`src/design/kwm_pkg.sv`:
```
// Package with the shared constants and types of the k-way merge block.
package kwm_pkg;

  localparam int KWM_NUM_LISTS  = 8;
  localparam int KWM_LIST_DEPTH = 8;
  localparam int LIST_IDX_W     = 3;
  localparam int VALUE_W        = 32;

  typedef enum logic [1:0] {
    ST_LOAD,
    ST_PICK,
    ST_FETCH
  } kwm_state_t;

endpackage

```
`src/design/kwm_in_if.sv`:
```
// Input channel interface: one tagged element per request.
interface kwm_in_if;
  logic                                  valid;
  logic                                  ready;
  logic        [kwm_pkg::LIST_IDX_W-1:0] list_index;
  logic signed [kwm_pkg::VALUE_W-1:0]    elem_value;
  logic                                  batch_end;

  modport source (output valid, list_index, elem_value, batch_end, input ready);
  modport sink (input valid, list_index, elem_value, batch_end, output ready);
endinterface

```
`src/design/kwm_out_if.sv`:
```
// Result channel interface: one merged element per request.
interface kwm_out_if;
  logic                                  valid;
  logic                                  ready;
  logic signed [kwm_pkg::VALUE_W-1:0]    merged_value;
  logic        [kwm_pkg::LIST_IDX_W-1:0] source_list;
  logic                                  run_last;
  logic                                  overflow_seen;

  modport source (output valid, merged_value, source_list, run_last, overflow_seen,
                  input ready);
  modport sink (input valid, merged_value, source_list, run_last, overflow_seen,
                output ready);
endinterface

```
`src/design/kwm_ram.sv`:
```
// Generic single-write, single-read RAM with a registered read port.
module kwm_ram #(
  parameter int WIDTH = 32,
  parameter int DEPTH = 64,
  parameter int AW    = (DEPTH > 1) ? $clog2(DEPTH) : 1
) (
  input  logic             clk,
  input  logic             we,
  input  logic [AW-1:0]    waddr,
  input  logic [WIDTH-1:0] wdata,
  input  logic [AW-1:0]    raddr,
  output logic [WIDTH-1:0] rdata
);
  logic [WIDTH-1:0] mem [DEPTH];
  logic [WIDTH-1:0] rdata_r;

  always_ff @(posedge clk) begin
    if (we) begin
      mem[waddr] <= wdata;
    end
    rdata_r <= mem[raddr];
  end

  assign rdata = rdata_r;
endmodule

```
`src/design/k_way_sorted_merge.sv`:
```
// Top level of the k-way merge block: per-list element stores and merged emission.
//
// Requests arrive on in_ch, each carrying an element and the list it belongs to.
// Elements are appended to their list's store, one request per cycle while
// loading. An element for a full list or for a list index of NUM_LISTS or more is
// dropped, and every result of that batch then shows overflow_seen.
// A request with batch_end set is stored like any other and then starts the
// emission: in_ch stays not ready until the last result has been selected.
// Each result is the smallest head over all lists, the lower list index winning
// ties; ST_PICK selects it from the head registers, waiting while out_ch holds
// a result, and ST_FETCH then refills the head of that list from the element
// RAM. run_last marks the last result. A batch with no stored element gives no
// result; ST_PICK then finds nothing left and frees the input by returning to
// ST_LOAD.
// Results sit in an output register, so a stall on out_ch only holds the
// selection until the register is taken; nothing is lost or repeated.
// Reset empties all lists and clears the drop flag; the RAM needs no clearing.
module k_way_sorted_merge #(
  parameter int NUM_LISTS  = kwm_pkg::KWM_NUM_LISTS,
  parameter int LIST_DEPTH = kwm_pkg::KWM_LIST_DEPTH
) (
  input logic      clk,
  input logic      rst_n,
  kwm_in_if.sink   in_ch,
  kwm_out_if.source out_ch
);
  import kwm_pkg::*;

  localparam int LW  = $clog2(NUM_LISTS);
  localparam int SW  = (LIST_DEPTH > 1) ? $clog2(LIST_DEPTH) : 1;
  localparam int CW  = $clog2(LIST_DEPTH + 1);
  localparam int RW  = $clog2(NUM_LISTS * LIST_DEPTH + 1);
  localparam int NP  = 1 << LW;
  localparam int IXW = ((LW > LIST_IDX_W) ? LW : LIST_IDX_W) + 1;
  localparam int AW  = LW + SW;

  kwm_state_t state_r, state_nxt;

  logic        [CW-1:0]      fc_r [NUM_LISTS];
  logic        [CW-1:0]      hd_r [NUM_LISTS];
  logic signed [VALUE_W-1:0] head_val_r [NUM_LISTS];
  logic                      drop_r;
  logic        [RW-1:0]      rem_r;
  logic        [LW-1:0]      best_r;

  logic                      out_valid_r;
  logic signed [VALUE_W-1:0] out_value_r;
  logic [LIST_IDX_W-1:0]     out_src_r;
  logic                      out_last_r;
  logic                      out_ovf_r;

  logic                      in_fire;
  logic                      in_ready;
  logic                      pick_go;
  logic                      clear_go;
  logic [IXW-1:0]            in_idx_w;
  logic                      in_range;
  logic [LW-1:0]             lidx;
  logic                      store_go;
  logic [CW-1:0]             hd_inc;

  logic signed [VALUE_W-1:0] tv  [2*NP];
  logic                      tok [2*NP];
  logic [LW-1:0]             tid [2*NP];

  logic [AW-1:0]             ram_waddr;
  logic [AW-1:0]             ram_raddr;
  logic [VALUE_W-1:0]        ram_rdata;

  assign in_idx_w = IXW'(in_ch.list_index);
  assign in_range = in_idx_w < IXW'(NUM_LISTS);
  assign lidx     = in_idx_w[LW-1:0];
  assign in_fire  = in_ch.valid && in_ready;
  assign store_go = in_fire && in_range && (fc_r[lidx] != CW'(LIST_DEPTH));

  // Selection tree over the head registers; the left child wins ties.
  always_comb begin
    for (int i = 0; i < NUM_LISTS; i++) begin
      tv[NP+i]  = head_val_r[i];
      tok[NP+i] = hd_r[i] < fc_r[i];
      tid[NP+i] = LW'(i);
    end
    for (int i = NUM_LISTS; i < NP; i++) begin
      tv[NP+i]  = '0;
      tok[NP+i] = 1'b0;
      tid[NP+i] = LW'(i);
    end
    for (int n = NP - 1; n >= 1; n--) begin
      if (tok[2*n+1] && (!tok[2*n] || (tv[2*n+1] < tv[2*n]))) begin
        tv[n]  = tv[2*n+1];
        tok[n] = 1'b1;
        tid[n] = tid[2*n+1];
      end else begin
        tv[n]  = tv[2*n];
        tok[n] = tok[2*n];
        tid[n] = tid[2*n];
      end
    end
    tv[0]  = '0;
    tok[0] = 1'b0;
    tid[0] = '0;
  end

  assign hd_inc    = hd_r[tid[1]] + CW'(1);
  assign ram_waddr = {lidx, fc_r[lidx][SW-1:0]};
  assign ram_raddr = {tid[1], hd_inc[SW-1:0]};

  kwm_ram #(
    .WIDTH(VALUE_W),
    .DEPTH(NUM_LISTS << SW)
  ) u_store (
    .clk  (clk),
    .we   (store_go),
    .waddr(ram_waddr),
    .wdata(in_ch.elem_value),
    .raddr(ram_raddr),
    .rdata(ram_rdata)
  );

  always_comb begin
    state_nxt = state_r;
    case (state_r)
      ST_LOAD: begin
        if (in_fire && in_ch.batch_end) begin
          state_nxt = ST_PICK;
        end
      end
      ST_PICK: begin
        if (rem_r == '0) begin
          state_nxt = ST_LOAD;
        end else if (pick_go) begin
          state_nxt = ST_FETCH;
        end
      end
      ST_FETCH: begin
        state_nxt = ST_PICK;
      end
      default: begin
        state_nxt = ST_LOAD;
      end
    endcase
  end

  always_comb begin
    in_ready = 1'b0;
    pick_go  = 1'b0;
    clear_go = 1'b0;
    case (state_r)
      ST_LOAD: begin
        in_ready = 1'b1;
      end
      ST_PICK: begin
        clear_go = (rem_r == '0);
        pick_go  = (rem_r != '0) && (!out_valid_r || out_ch.ready);
      end
      default: begin
        in_ready = 1'b0;
      end
    endcase
  end

  always_ff @(posedge clk) begin
    if (!rst_n) begin
      state_r     <= ST_LOAD;
      drop_r      <= 1'b0;
      rem_r       <= '0;
      out_valid_r <= 1'b0;
      for (int i = 0; i < NUM_LISTS; i++) begin
        fc_r[i] <= '0;
        hd_r[i] <= '0;
      end
    end else begin
      state_r <= state_nxt;
      if (clear_go) begin
        drop_r <= 1'b0;
        for (int i = 0; i < NUM_LISTS; i++) begin
          fc_r[i] <= '0;
          hd_r[i] <= '0;
        end
      end
      if (store_go) begin
        fc_r[lidx] <= fc_r[lidx] + CW'(1);
        rem_r      <= rem_r + RW'(1);
      end else if (in_fire) begin
        drop_r <= 1'b1;
      end
      if (pick_go) begin
        hd_r[tid[1]] <= hd_inc;
        rem_r        <= rem_r - RW'(1);
        out_valid_r  <= 1'b1;
      end else if (out_ch.ready) begin
        out_valid_r <= 1'b0;
      end
    end
  end

  always_ff @(posedge clk) begin
    if (store_go && (fc_r[lidx] == '0)) begin
      head_val_r[lidx] <= in_ch.elem_value;
    end
    if (state_r == ST_FETCH) begin
      head_val_r[best_r] <= ram_rdata;
    end
    if (pick_go) begin
      best_r      <= tid[1];
      out_value_r <= tv[1];
      out_src_r   <= LIST_IDX_W'(tid[1]);
      out_last_r  <= (rem_r == RW'(1));
      out_ovf_r   <= drop_r;
    end
  end

  assign in_ch.ready          = in_ready;
  assign out_ch.valid         = out_valid_r;
  assign out_ch.merged_value  = out_value_r;
  assign out_ch.source_list   = out_src_r;
  assign out_ch.run_last      = out_last_r;
  assign out_ch.overflow_seen = out_ovf_r;
endmodule

```
`src/flat_wrapper.sv`:
```
// flat-port wrapper written by rule: the top's interface ports become plain ports
module k_way_sorted_merge_flat import kwm_pkg::*;
#(
  parameter int NUM_LISTS  = kwm_pkg::KWM_NUM_LISTS,
  parameter int LIST_DEPTH = kwm_pkg::KWM_LIST_DEPTH
)
  (clk, rst_n, in_ch_valid, in_ch_list_index, in_ch_elem_value, in_ch_batch_end, in_ch_ready, out_ch_valid, out_ch_merged_value, out_ch_source_list, out_ch_run_last, out_ch_overflow_seen, out_ch_ready);
  kwm_in_if in_ch_i ();
  kwm_out_if out_ch_i ();
  input logic clk;
  input logic rst_n;
  input wire logic [$bits(in_ch_i.valid)-1:0] in_ch_valid;
  input wire logic [$bits(in_ch_i.list_index)-1:0] in_ch_list_index;
  input wire logic [$bits(in_ch_i.elem_value)-1:0] in_ch_elem_value;
  input wire logic [$bits(in_ch_i.batch_end)-1:0] in_ch_batch_end;
  output wire logic [$bits(in_ch_i.ready)-1:0] in_ch_ready;
  output wire logic [$bits(out_ch_i.valid)-1:0] out_ch_valid;
  output wire logic [$bits(out_ch_i.merged_value)-1:0] out_ch_merged_value;
  output wire logic [$bits(out_ch_i.source_list)-1:0] out_ch_source_list;
  output wire logic [$bits(out_ch_i.run_last)-1:0] out_ch_run_last;
  output wire logic [$bits(out_ch_i.overflow_seen)-1:0] out_ch_overflow_seen;
  input wire logic [$bits(out_ch_i.ready)-1:0] out_ch_ready;
  assign in_ch_i.valid = in_ch_valid;
  assign in_ch_i.list_index = in_ch_list_index;
  assign in_ch_i.elem_value = in_ch_elem_value;
  assign in_ch_i.batch_end = in_ch_batch_end;
  assign in_ch_ready = in_ch_i.ready;
  assign out_ch_valid = out_ch_i.valid;
  assign out_ch_merged_value = out_ch_i.merged_value;
  assign out_ch_source_list = out_ch_i.source_list;
  assign out_ch_run_last = out_ch_i.run_last;
  assign out_ch_overflow_seen = out_ch_i.overflow_seen;
  assign out_ch_i.ready = out_ch_ready;
  k_way_sorted_merge #(.NUM_LISTS(NUM_LISTS), .LIST_DEPTH(LIST_DEPTH)) u_core (.clk(clk), .rst_n(rst_n), .in_ch(in_ch_i), .out_ch(out_ch_i));
endmodule
```
`config.mk`:
```
export PLATFORM = sky130hd
export DESIGN_NAME = k_way_sorted_merge_flat
export DESIGN_NICKNAME = d
export VERILOG_FILES = /design/src/design/kwm_pkg.sv /design/src/design/kwm_in_if.sv /design/src/design/kwm_out_if.sv /design/src/design/kwm_ram.sv /design/src/design/k_way_sorted_merge.sv /design/src/flat_wrapper.sv
export SDC_FILE = /design/constraint.sdc
export NUM_CORES = 2
export LEC_CHECK = 0
export ABC_CLOCK_PERIOD_IN_PS = 9600
export BUFFER_PORTS_ARGS = -buffer_cell sky130_fd_sc_hd__buf_2
export CELL_PAD_IN_SITES_DETAIL_PLACEMENT = 1
export CELL_PAD_IN_SITES_GLOBAL_PLACEMENT = 1
export CORE_MARGIN = 8
export CORE_UTILIZATION = 52
export CTS_BUF_LIST = sky130_fd_sc_hd__clkbuf_8
export CTS_CLUSTER_DIAMETER = 200
export CTS_CLUSTER_SIZE = 28
export DETAILED_ROUTE_END_ITERATION = 10
export HOLD_SLACK_MARGIN = 0.06
export PLACE_DENSITY_LB_ADDON = 0.1
export RECOVER_POWER = 100
export SYNTH_ARGS = -nofsm -noshare
export SYNTH_HDL_FRONTEND = slang
export SYNTH_SLANG_ARGS = --single-unit
```
`constraint.sdc`:
```
create_clock -name clk -period 9.6 [get_ports clk]
set_input_delay 0 -clock clk [delete_from_list [all_inputs] [get_ports clk]]
set_output_delay 0 -clock clk [all_outputs]
set_load 0.02 [all_outputs]
```
==> results by group <==
Global routing
  • Grt met3 use: 4.47%
  • M1 GR Usage: 37.8%
  • Busiest layer in global routing: met2
  • Largest net degree at the start of global routing: 66
  • Initial antenna violation count: 14
  • Met2 Usage GRT: 50.1%
  • First-pass GRT wire length: 427000 um
  • Vias in the first global route: 58295
  • Total grt overflow: 0
  • Global-route usage over all layers: 29.1%

Yosys
  • Ys Warns: 0
  • Syn_nets: 5586
  • Simple-gate portion of the synthesized area: 3.91%
  • FFs w/ async S/R, synth: 0%
  • Avg Synthesized Cell Area: 18.7 sq um
  • Seq/Total Area, Yosys: 73.6%
  • Cell taking the most area after synthesis: edfxtp_1
  • EDFF count, synth: 2405
  • Post-Syn Area: 99300 sq um
  • Top cells by area, synth: edfxtp_1, mux4_2, ha_1, a22oi_1, nand2_1
  • Synth Area in XOR/XNOR: 0.0882%
  • Synth Area in Compound Gates: 4.69%
  • Cell count after synthesis: 5299
  • Seq cells post-synth: 2448
  • Top_reg_cell synth: edfxtp_1
  • Mux share of post-synthesis cell area: 12.8%
  • Yosys top cell area share: 72.7%
  • Synth unique cells: 80
  • Main combinational cell family by area after synthesis: multiplexers
  • Synth Area in Adders: 3.11%

Timing
  • RSZ-0062 raised after global routing: true
  • Final worst-path cycle share: 108%
  • Worst hold slack: 293 ps
  • Clk_skew: 57.3 ps
  • F_max: 0.0966 GHz
  • Final worst slack: -751 ps
  • Actual slew at the worst max-slew pin: 4120 ps
  • Max-slew headroom: -175%
  • Final slew viol count: 4421
  • Setup-failing EPs final: 32
  • Hold Violations, Final: 0
  • Final worst path period need: 10350 ps

Final layout
  • Most frequent cells in the layout: edfxtp_1, buf_4, mux4_2
  • Register area: 73100 sq um
  • Most common cell after layout, fill and taps aside: edfxtp_1
  • Fillcell total: 16689
  • Layout Utilization: 59.6%
  • Layout cells sized above 1: 28.0%
  • Layout Nets: 6524
  • Layout area overhead: 13.9%
  • Area of the multi-input gates: 25800 sq um

Drt
  • Residual DRC: 0
  • DR iter-0 viols: 6506
  • Vias: 56305
  • DR pass1 iterations: 7
  • Final ANT Viol Nets: 0
  • Vias per inst: 6.37
  • Post-Route WL: 305000 um
  • Post-DR wirelength/cell: 34.6 um

Job
  • Max-cap viol count: 122

Worst setup path
  • Most Frequent Cell on Critical Path: buf_4
  • Critical path's slowest cell: or4_4
  • Worst path max stage delay: 550 ps
  • CP Data Required Time: 10480 ps
  • Top Family by Delay on Critical Path: simple AND/OR/NAND/NOR gates
  • Critical path startpoint: u_core.head_val_r[3][27]$_DFFE_PP_
  • Reg-to-Reg End: u_core.u_store.rdata[9]$_DFF_P_
  • Reg2reg setup slack: -750 ps
  • Worst r2r path cells: 52
  • R2r startpoint: u_core.head_val_r[3][27]$_DFFE_PP_
  • Path type of the worst setup path: register to register
  • CP Max Fanout: 9
  • Nature of the critical path startpoint: register
  • Crit path arrival time: 11230 ps
  • Critical Path End: u_core.u_store.rdata[9]$_DFF_P_
  • CP Capture Type: register
  • WP buf/inv: 16
  • Stages on worst setup path: 52

CTS
  • Clock root cell: clkbuf_8
  • Clock sink count: 2448
  • Clk_lat worst skew: 950 ps
  • CTS Buffer Depth: 3
  • Clock-pin slew on the worst setup and hold paths: 180 ps
  • CTS tree: done
  • H-tree Lvls: 3
  • Total CTS buffers: 97

Placed design
  • DP HPWL: 194000 um
  • Port bufs: 78
  • GP Congestion: 0.873

Worst hold path
  • Hold Path Class: input pin to register

Floorplanning
  • Core area: 190000 sq um
  • Initial core utilization: 52.3%
  • Height of the chip: 453 um
  • Boundary pin count: 79
  • Num rows: 160
  • Die area: 205000 sq um
  • Chip width: 453 um

Status
  • Failing checks: capacitance limit, slew limit, setup timing
  • Status: complete, but fails checks
[cells by family after synthesis]
| family | after synthesis |
|---|---|
| buffers and inverters | 443 |
| muxes | 623 |
| and+or+nand+nor | 832 |
| DFF | 2448 |
| AOI/OAI and AO/OA | 696 |
| adders and majority gates | 247 |
| xor gates and xnor gates | 10 |
[worst min-delay path by stage]
stage	start	end	slack (ps)	depth (start not counted)
CTS	in_ch_elem_value[18]	u_core.u_store.mem[54][18]$_DFFE_PP_	60	3
detailed placement	in_ch_batch_end	u_core.state_r[0]$_SDFFE_PN0P_	350	5
finish	in_ch_valid	u_core.rem_r[1]$_SDFFE_PN0P_	290	6
floorplan	in_ch_elem_value[0]	u_core.u_store.mem[0][0]$_DFFE_PP_	100	0
global placement	in_ch_batch_end	u_core.state_r[0]$_SDFFE_PN0P_	340	5
global route	in_ch_valid	u_core.rem_r[1]$_SDFFE_PN0P_	290	6
[cell type report]
cell class                 instances  share of cell area (%)
timing repair buffer            1074                    7.67
multi-input combinational       2411                    22.8
sequential                      2448                    64.6
tap                             2511                    2.78
antenna                           19                  0.0420
clock buffer                      97                    1.18
clock inverter                    70                   0.274
inverter                         205                   0.680
[what timing repair did]
item / CTS / global route
cloned: 7 / 5
hold endpoints to repair: 2252 / 0
pin swaps: 62 / 61
setup buffers: 31 / 30
hold buffers: 53 / 0
setup endpoints to repair: 40 / 40
resized for setup: 140 / 99
[synthesized netlist by cell type (all sizes together), types with 46 or more instances]
cell and instances:
a21oi 141, a22oi 273, buf 84, clkbuf 154, edfxtp 2405, ha 247, inv 205, mux2i 76
mux4 512, nand2 307, nand4 101, nor2 224, o21a 46, o21ai 133
[worst min-delay path, stage by stage]
cell and delay, ps:
dlygate4sd3_1 530, buf_2 160, nand2_1 120, nor2_1 150, a21oi_1 160, a21boi_0 80
[flip-flops by register name (all words and copies together) (netlist names)]
register / count
u_core.rem_r: 7
u_core.out_ch.run_last: 1
u_core.u_store.mem: 2048
u_core.fc_r: 32
u_core.out_ch.overflow_seen: 1
u_core.state_r: 2
u_core.best_r: 3
u_core.u_store.rdata: 32
u_core.out_ch.valid: 1
u_core.out_ch.merged_value: 32
u_core.drop_r: 1
u_core.head_val_r: 256
u_core.hd_r: 32
[metrics by stage]
stage / instance area (sq um) / TNS [ps] / std cells / setup WS (ps)
after global placement: 110000 / -26770 / 8525 / -1140
final: 113000 / -15070 / 8835 / -751
after global routing: 113000 / -26400 / 8826 / -1050
after floorplan: 99300 / 0 / 5299 / 51.3
after CTS: 113000 / -12720 / 8782 / -653
after detailed placement: 110000 / -32300 / 8525 / -1280
[routing by layer]
layer / vias up / part of all wire [%]
met5: - / 0.0088
met4: 4 / 4.9
met3: 547 / 7.5
met2: 2563 / 50
met1: 29969 / 38
li1: 23222 / -
Power is not shown: default switching activity piles up to over one toggle a cycle in this logic, so the estimate is an artifact.
